==> src/design/ols_pkg.sv <==
`default_nettype none

package ols_pkg;

    // List geometry
    localparam int CAPACITY = 16;
    localparam int IDX_W    = $clog2(CAPACITY);

    // Field widths
    localparam int CNT_W    = 5;
    localparam int POS_W    = 5;
    localparam int VAL_W    = 32;

    // Stream packing
    localparam int IN_DATA_W  = 72;
    localparam int OUT_DATA_W = 16;

    typedef enum logic [1:0] {
        REQ_INSERT = 2'd0,
        REQ_DELETE = 2'd1,
        REQ_SEARCH = 2'd2,
        REQ_UPDATE = 2'd3
    } ols_req_t;

    typedef enum logic [1:0] {
        ST_OK       = 2'd0,
        ST_BADPOS   = 2'd1,
        ST_FULL     = 2'd2,
        ST_NOTFOUND = 2'd3
    } ols_status_t;

    // Controller to datapath
    typedef struct packed {
        logic        load;
        logic        start_up;
        logic        start_down;
        logic        start_scan;
        logic        shift_up;
        logic        shift_down;
        logic        scan_next;
        logic        scan_write;
        logic        finish;
        ols_status_t status;
        logic        found;
    } ols_cmd_t;

    // Datapath to controller
    typedef struct packed {
        ols_req_t req;
        logic     ins_badpos;
        logic     ins_full;
        logic     del_badpos;
        logic     up_last;
        logic     down_last;
        logic     scan_end;
        logic     scan_hit;
    } ols_sts_t;

endpackage

`default_nettype wire

==> src/design/ols_dp.sv <==
`default_nettype none

module ols_dp
    import ols_pkg::*;
(
    input  wire logic               clk,
    input  wire logic               rst_n,
    input  wire logic [1:0]         in_req,
    input  wire logic [POS_W-1:0]   in_pos,
    input  wire logic [VAL_W-1:0]   in_value,
    input  wire logic [VAL_W-1:0]   in_rep,
    input  wire ols_cmd_t           cmd,
    output ols_sts_t                sts,
    output logic [1:0]              out_status,
    output logic [POS_W-1:0]        out_fpos,
    output logic [CNT_W-1:0]        out_count
);

    logic [VAL_W-1:0] list_store_reg [CAPACITY];
    logic [CNT_W-1:0] count_reg;
    logic [CNT_W-1:0] count_next;

    ols_req_t         req_reg;
    logic [POS_W-1:0] pos_reg;
    logic [VAL_W-1:0] val_reg;
    logic [VAL_W-1:0] rep_reg;
    logic [CNT_W-1:0] idx_reg;

    ols_status_t      status_out_reg;
    logic [POS_W-1:0] fpos_out_reg;
    logic [CNT_W-1:0] count_out_reg;

    logic [CNT_W-1:0] idx_m1;
    logic [CNT_W-1:0] idx_p1;
    logic [POS_W-1:0] pos_m1;
    logic [IDX_W-1:0] rd_addr;
    logic [VAL_W-1:0] rd_data;
    logic [CNT_W:0]   count_p1;

    assign idx_m1   = idx_reg - CNT_W'(1);
    assign idx_p1   = idx_reg + CNT_W'(1);
    assign pos_m1   = pos_reg - POS_W'(1);
    assign count_p1 = {1'b0, count_reg} + (CNT_W+1)'(1);

    // Single read port: shift-up reads the entry below the write slot
    assign rd_addr = cmd.shift_up ? idx_m1[IDX_W-1:0] : idx_reg[IDX_W-1:0];
    assign rd_data = list_store_reg[rd_addr];

    always_comb
    begin
        sts.req        = req_reg;
        sts.ins_badpos = (pos_reg == '0) || ({1'b0, pos_reg} > count_p1);
        sts.ins_full   = (count_reg >= CNT_W'(CAPACITY));
        sts.del_badpos = (pos_reg == '0) || (pos_reg > count_reg);
        sts.up_last    = (idx_reg < pos_reg);
        sts.down_last  = (idx_reg >= count_reg);
        sts.scan_end   = (idx_reg >= count_reg);
        sts.scan_hit   = (idx_reg < count_reg) && (rd_data == val_reg);
    end

    always_comb
    begin
        count_next = count_reg;
        if (cmd.shift_up && sts.up_last)
        begin
            count_next = count_reg + CNT_W'(1);
        end
        else if (cmd.shift_down && sts.down_last)
        begin
            count_next = count_reg - CNT_W'(1);
        end
    end

    always_ff @(posedge clk or negedge rst_n)
    begin
        if (!rst_n)
        begin
            count_reg <= '0;
        end
        else
        begin
            count_reg <= count_next;
        end
    end

    always_ff @(posedge clk)
    begin
        if (cmd.load)
        begin
            req_reg <= ols_req_t'(in_req);
            pos_reg <= in_pos;
            val_reg <= in_value;
            rep_reg <= in_rep;
        end

        if (cmd.start_up)
        begin
            idx_reg <= count_reg;
        end
        else if (cmd.start_down)
        begin
            idx_reg <= pos_reg;
        end
        else if (cmd.start_scan)
        begin
            idx_reg <= '0;
        end
        else if (cmd.shift_up && !sts.up_last)
        begin
            idx_reg <= idx_m1;
        end
        else if ((cmd.shift_down && !sts.down_last) || cmd.scan_next)
        begin
            idx_reg <= idx_p1;
        end

        // Move one entry per cycle; drop the new value in once the gap is open
        if (cmd.shift_up)
        begin
            if (!sts.up_last)
            begin
                list_store_reg[idx_reg[IDX_W-1:0]] <= rd_data;
            end
            else
            begin
                list_store_reg[pos_m1[IDX_W-1:0]] <= val_reg;
            end
        end
        else if (cmd.shift_down && !sts.down_last)
        begin
            list_store_reg[idx_m1[IDX_W-1:0]] <= rd_data;
        end
        else if (cmd.scan_write && req_reg == REQ_UPDATE)
        begin
            list_store_reg[idx_reg[IDX_W-1:0]] <= rep_reg;
        end

        if (cmd.finish)
        begin
            status_out_reg <= cmd.status;
            fpos_out_reg   <= cmd.found ? idx_p1 : '0;
            count_out_reg  <= count_reg;
        end
    end

    assign out_status = status_out_reg;
    assign out_fpos   = fpos_out_reg;
    assign out_count  = count_out_reg;

endmodule

`default_nettype wire

==> src/design/ols_ctrl.sv <==
`default_nettype none

module ols_ctrl
    import ols_pkg::*;
(
    input  wire logic     clk,
    input  wire logic     rst_n,
    input  wire logic     in_valid,
    output logic          in_ready,
    output logic          out_valid,
    input  wire logic     out_ready,
    input  wire ols_sts_t sts,
    output ols_cmd_t      cmd
);

    typedef enum logic [2:0] {
        S_IDLE,
        S_DECIDE,
        S_SHIFT_UP,
        S_SHIFT_DOWN,
        S_SCAN,
        S_REPORT
    } state_t;

    state_t      state_reg;
    state_t      state_next;
    ols_status_t status_reg;
    ols_status_t status_next;
    logic        found_reg;
    logic        found_next;
    logic        out_valid_reg;
    logic        out_valid_next;
    logic        out_free;

    assign out_free = !out_valid_reg || out_ready;

    always_comb
    begin
        state_next  = state_reg;
        status_next = status_reg;
        found_next  = found_reg;
        cmd         = '0;
        cmd.status  = status_reg;
        cmd.found   = found_reg;

        case (state_reg)
            S_IDLE:
            begin
                if (in_valid)
                begin
                    cmd.load   = 1'b1;
                    state_next = S_DECIDE;
                end
            end

            S_DECIDE:
            begin
                found_next  = 1'b0;
                status_next = ST_OK;
                case (sts.req)
                    REQ_INSERT:
                    begin
                        if (sts.ins_badpos)
                        begin
                            status_next = ST_BADPOS;
                            state_next  = S_REPORT;
                        end
                        else if (sts.ins_full)
                        begin
                            status_next = ST_FULL;
                            state_next  = S_REPORT;
                        end
                        else
                        begin
                            cmd.start_up = 1'b1;
                            state_next   = S_SHIFT_UP;
                        end
                    end
                    REQ_DELETE:
                    begin
                        if (sts.del_badpos)
                        begin
                            status_next = ST_BADPOS;
                            state_next  = S_REPORT;
                        end
                        else
                        begin
                            cmd.start_down = 1'b1;
                            state_next     = S_SHIFT_DOWN;
                        end
                    end
                    default:
                    begin
                        cmd.start_scan = 1'b1;
                        state_next     = S_SCAN;
                    end
                endcase
            end

            S_SHIFT_UP:
            begin
                cmd.shift_up = 1'b1;
                if (sts.up_last)
                begin
                    state_next = S_REPORT;
                end
            end

            S_SHIFT_DOWN:
            begin
                cmd.shift_down = 1'b1;
                if (sts.down_last)
                begin
                    state_next = S_REPORT;
                end
            end

            S_SCAN:
            begin
                if (sts.scan_hit)
                begin
                    cmd.scan_write = 1'b1;
                    found_next     = 1'b1;
                    state_next     = S_REPORT;
                end
                else if (sts.scan_end)
                begin
                    status_next = ST_NOTFOUND;
                    state_next  = S_REPORT;
                end
                else
                begin
                    cmd.scan_next = 1'b1;
                end
            end

            S_REPORT:
            begin
                if (out_free)
                begin
                    cmd.finish = 1'b1;
                    state_next = S_IDLE;
                end
            end

            default:
            begin
                state_next = S_IDLE;
            end
        endcase
    end

    always_comb
    begin
        if (cmd.finish)
        begin
            out_valid_next = 1'b1;
        end
        else if (out_ready)
        begin
            out_valid_next = 1'b0;
        end
        else
        begin
            out_valid_next = out_valid_reg;
        end
    end

    always_ff @(posedge clk or negedge rst_n)
    begin
        if (!rst_n)
        begin
            state_reg     <= S_IDLE;
            status_reg    <= ST_OK;
            found_reg     <= 1'b0;
            out_valid_reg <= 1'b0;
        end
        else
        begin
            state_reg     <= state_next;
            status_reg    <= status_next;
            found_reg     <= found_next;
            out_valid_reg <= out_valid_next;
        end
    end

    assign in_ready  = (state_reg == S_IDLE);
    assign out_valid = out_valid_reg;

endmodule

`default_nettype wire

==> src/design/ordered_list_store.sv <==
// Ordered list store: holds up to CAPACITY (16) signed 32-bit values in
// 1-based positions plus an entry count, and serves one request at a time
// over a streaming input: insert (shift later entries up), delete (shift
// later entries down), search (first position of a value) and update (replace
// the first match). Every request returns exactly one result transaction with
// a status, a found position and the entry count after the request. A request
// is taken and decoded, then walks the stored entries one per cycle through a
// single register-file read port (range and full errors skip the walk), and
// is reported once the walk ends. The input is ready again as soon as the
// result sits in the output register, so a new request can be decoded while
// the previous result still waits for the downstream side.
`default_nettype none

module ordered_list_store
    import ols_pkg::*;
(
    input  wire logic                  clk,
    input  wire logic                  rst_n,
    input  wire logic                  s_axis_tvalid,
    output logic                       s_axis_tready,
    // [4:0] position, [36:5] value, [68:37] replacement, [71:69] zero pad
    input  wire logic [IN_DATA_W-1:0]  s_axis_tdata,
    // [1:0] req_type
    input  wire logic [1:0]            s_axis_tuser,
    output logic                       m_axis_tvalid,
    input  wire logic                  m_axis_tready,
    // [4:0] found_position, [9:5] entry_count, [15:10] zero pad
    output logic [OUT_DATA_W-1:0]      m_axis_tdata,
    // [1:0] status
    output logic [1:0]                 m_axis_tuser
);

    ols_cmd_t         cmd;
    ols_sts_t         sts;
    logic [POS_W-1:0] out_fpos;
    logic [CNT_W-1:0] out_count;

    // Sequencer: accept, decode, walk the list, report
    ols_ctrl u_ctrl (
        .clk       (clk),
        .rst_n     (rst_n),
        .in_valid  (s_axis_tvalid),
        .in_ready  (s_axis_tready),
        .out_valid (m_axis_tvalid),
        .out_ready (m_axis_tready),
        .sts       (sts),
        .cmd       (cmd)
    );

    // List storage, count, walk index and result register
    ols_dp u_dp (
        .clk        (clk),
        .rst_n      (rst_n),
        .in_req     (s_axis_tuser),
        .in_pos     (s_axis_tdata[POS_W-1:0]),
        .in_value   (s_axis_tdata[POS_W+VAL_W-1:POS_W]),
        .in_rep     (s_axis_tdata[POS_W+2*VAL_W-1:POS_W+VAL_W]),
        .cmd        (cmd),
        .sts        (sts),
        .out_status (m_axis_tuser),
        .out_fpos   (out_fpos),
        .out_count  (out_count)
    );

    assign m_axis_tdata = {(OUT_DATA_W-POS_W-CNT_W)'(0), out_count, out_fpos};

`ifndef SYNTHESIS
    // The count reported never passes the list capacity
    a_count_bound: assert property (@(posedge clk) disable iff (!rst_n)
        m_axis_tvalid |-> (m_axis_tdata[POS_W+CNT_W-1:POS_W] <= CNT_W'(CAPACITY)))
        else $error("entry count above capacity");

    // A nonzero found position only comes with an ok status
    a_fpos_ok: assert property (@(posedge clk) disable iff (!rst_n)
        (m_axis_tvalid && m_axis_tdata[POS_W-1:0] != '0) |-> (m_axis_tuser == ST_OK))
        else $error("found position without ok status");

    // A full status means the list really holds CAPACITY entries
    a_full_count: assert property (@(posedge clk) disable iff (!rst_n)
        (m_axis_tvalid && m_axis_tuser == ST_FULL)
            |-> (m_axis_tdata[POS_W+CNT_W-1:POS_W] == CNT_W'(CAPACITY)))
        else $error("full status with list not full");

    // One request at a time: ready drops right after a transaction
    a_one_at_a_time: assert property (@(posedge clk) disable iff (!rst_n)
        (s_axis_tvalid && s_axis_tready) |=> !s_axis_tready)
        else $error("second request taken while busy");
`endif

endmodule

`default_nettype wire

==> config.mk <==
export PLATFORM = sky130hd
export DESIGN_NAME = ordered_list_store
export DESIGN_NICKNAME = d
export VERILOG_FILES = /design/src/design/ols_pkg.sv /design/src/design/ols_dp.sv /design/src/design/ols_ctrl.sv /design/src/design/ordered_list_store.sv
export SDC_FILE = /design/constraint.sdc
export NUM_CORES = 1
export LEC_CHECK = 0
export ABC_AREA = 1
export BUFFER_PORTS_ARGS = -buffer_cell sky130_fd_sc_hd__clkbuf_2
export CAP_MARGIN = 20
export CORE_MARGIN = 10
export CORE_UTILIZATION = 40
export DETAILED_ROUTE_END_ITERATION = 6
export SLEW_MARGIN = 20
export SYNTH_ARGS = -nofsm -noshare
export SYNTH_HDL_FRONTEND = slang
export SYNTH_SLANG_ARGS = --single-unit
export TNS_END_PERCENT = 30
==> constraint.sdc <==
create_clock -name clk -period 6 [get_ports clk]
set_input_delay 0.9 -clock clk [delete_from_list [all_inputs] [get_ports clk]]
set_output_delay 0.9 -clock clk [all_outputs]
set_load 0.01 [all_outputs]
==> metrics.yaml <==
die:
  rows: 93
  start_util_pct: 40.6
  io_pins: 98
  coreArea_mm2: 0.0648
  die_w_um: 277
  die_height_um: 277
  dieArea_mm2: 0.0765
logic_synthesis:
  synth-simple-area-share_pct: 22.9
  ys_types: 39
  avgSynthCellArea_um2: 11.3
  asyncSetResetFlopFracSynth_pct: 1.96
  synthAdderAreaFrac_pct: 1.41
  netlist_instances: 2333
  synth-seq-cells: 612
  syn_area_mm2: 0.0263
  synth_mux_area_share_pct: 0
  synth-compound-area-share_pct: 1.33
  synth_warnings: 0
  synth_edf_count: 600
  synth_xor_area_share_pct: 0.699
  ys.flop_type: "edfxtp_1"
  synth_top_family_by_area: "simple AND/OR/NAND/NOR gates"
  ys_seq_area_share_pct: 69.6
layout:
  diodes: 0
  finalNetCount: 2526
  postLayoutCoreUtil_pct: 46.4
  fin_cells: 3321
  design_area_mm2: 0.0301
  syn2layout_area_growth_pct: 14.3
  layout-drive-gt1-share_pct: 11.4
  largest_reg_flops: 512
timing:
  skew_ps: 30.3
  fmax_mhz: 194
  hold_viol: 0
  min_period_ps: 5160
  max_slew_margin_pct: 30.1
  rsz0062_at_grt: "no"
  setup_violations: 0
  tightest_slew_ps: 1040
  min_period_over_period_pct: 86.0
  maxSlewViolCount: 0
  fin_tns_setup_ps: 0
routing:
  routed_wl_um: 75100
  vias_per_cell: 5.58
  drt_iter0_drc: 2049
  remaining_drc_errors: 0
  via_count: 18500
  dr.pass1.iters: 5
  wl_per_cell_um: 22.6
  postRouteAntennaNets: 0
critical_path:
  cp_max_fo: 36
  r2r_end: "u_dp.list_store_reg[2][13]"
  required_ps: 6290
  endpoint_kind: "flop"
  crit_path_start_kind: "flop"
  rr_worst_depth: 22
  worstReg2RegStart: "u_dp.idx_reg[0]"
  arrival_ps: 5440
  r2r_slack_ps: 840
  crit_type: "reg -> reg"
place:
  dp.cells: 3206
  place_area_mm2: 0.0280
  dp_hpwl_um: 41900
  gp_congestion: 0.852
  port_buffers: 88
global_route:
  grt_max_degree: 121
  track_usage_pct: 19.1
  first_global_vias: 17900
  overflow: 0
  antenna_found_initial: 0
  grt_pass1_wl_um: 112000
power_and_ir_drop:
  irDropWorstVdd_mv: 0.547
  power_density_mw_per_mm2: 616
  p_leak_uw: 0.0112
  power_uw: 18500
clocking:
  clockRootBuffer: "clkbuf_16"
  clock-sinks: 612
  cts_post_setup_buffers_inserted: 0
  cts-buffers-inserted: 66
  cts_tree: "done"
  insertion_delay_ps: 610
  clkTransAtPathRegs_ps: 60
  cts_buffer_depth: 3
  htree_num_levels: 3
  ctsResizeCount: 0
  hold_buffers: 0
min_path:
  hold_class: "in -> async"
run_status:
  status: "complete, no violations"
run:
  cap_viol_max_count: 0
==> where the power goes <==
group | switching, uW | total (uW) | internal (uW)
clock | 1690 | 3960 | 2270
sequential | 228 | 6960 | 6730
combinational | 5690 | 7610 | 1930
total | 7600 | 18500 | 10900
==> routing by layer <==
| layer | track usage, % | share of wire [%] | up-vias |
|---|---|---|---|
| met5 | 0 | 0 | - |
| met4 | 7.41 | 3.6 | 0 |
| met3 | 3.77 | 8.6 | 162 |
| met2 | 30.5 | 47 | 876 |
| met1 | 25.3 | 41 | 9115 |
| li1 | - | - | 8367 |
==> how the worst max path moves through the flow <==
stage	to	from	slack, ps
2_1_floorplan	u_dp.list_store_reg[0][0]	u_dp.idx_reg[0]	1510
4_1_cts	u_dp.list_store_reg[6][31]	u_dp.idx_reg[0]	940
3_3_place_gp	u_dp.list_store_reg[3][13]	u_dp.idx_reg[0]	1090
3_5_place_dp	u_dp.list_store_reg[3][16]	u_dp.idx_reg[0]	1000
5_1_grt	u_dp.list_store_reg[2][23]	u_dp.idx_reg[0]	660
6_report	u_dp.list_store_reg[2][13]	u_dp.idx_reg[0]	840
==> cell usage after synthesis, types with 4 or more instances <==
cell        n  area share (%)
nor2_1     61            0.87
o21ai_0    25            0.48
a21oi_1    15            0.29
nand4_1    38            0.90
o22ai_1     4           0.095
nand3b_1   16            0.46
dfrtp_1    12             1.1
buf_2      74             1.4
buf_1       5           0.071
inv_1      90             1.3
clkbuf_1   23            0.33
xnor2_1     4            0.13
inv_2       7            0.10
a22oi_1     4            0.11
xor2_1     17            0.57
nand2_1   736              10
edfxtp_1  600              68
buf_4      29            0.83
nand3_1   519             9.9
ha_1       28             1.3
==> layout make-up <==
| type | instances | area [um2] |
|---|---|---|
| Fill cell | 5788 | 34700 |
| Sequential cell | 612 | 18300 |
| Multi-Input combinational cell | 1498 | 7180 |
| Timing Repair Buffer | 144 | 1100 |
| Clock inverter | 40 | 367 |
| Inverter | 97 | 364 |
| Tap cell | 855 | 1070 |
| Clock buffer | 75 | 1710 |
==> cell families (layout without fill, tap and decap cells) <==
family | Yosys count | in the layout
compound gates | 61 | 61
flops | 612 | 612
simple gates | 1381 | 1381
xor+xnor | 21 | 21
buf+inv | 228 | 356
fa+ha+maj | 29 | 29
other cells | 1 | 6
==> through the flow <==
stage | worst slack, ps | hold WS (ps)
floorplan | 1510 | 425
global placement | 1090 | 441
detailed placement | 1000 | 441
CTS | 941 | 158
global route | 663 | 182
finish | 841 | 184
==> cell usage in the layout (no fill, tap or decap), drive strengths merged, types with 5 or more instances in the layout <==
master / netlist / final
clkbuf: 23 / 163
dfrtp: 12 / 12
nand3: 521 / 521
nor2: 62 / 62
buf: 108 / 56
nand3b: 16 / 16
clkinv: 0 / 23
o21ai: 29 / 29
a21oi: 15 / 15
xor2: 17 / 17
inv: 97 / 106
bufinv: 0 / 5
nand4: 39 / 39
conb: 1 / 6
ha: 28 / 28
edfxtp: 600 / 600
nand2: 738 / 738
==> worst max-delay path: stages (launching register included) <==
cell,delay [ps]
edfxtp_1,560
inv_2,180
ha_1,260
xnor2_1,180
nand2_1,140
o21ai_4,80
inv_2,500
buf_12,340
nand3_1,120
nand3_1,110
nand2_1,90
nand2_1,60
nand2_1,60
nor2_1,290
nand2_1,130
nor2_1,140
nand3_1,190
nor2_4,170
nand3_2,80
nand2_1,140
nand2_1,260
nor2_4,410
buf_12,280
Power figures use the tool's default switching activity.
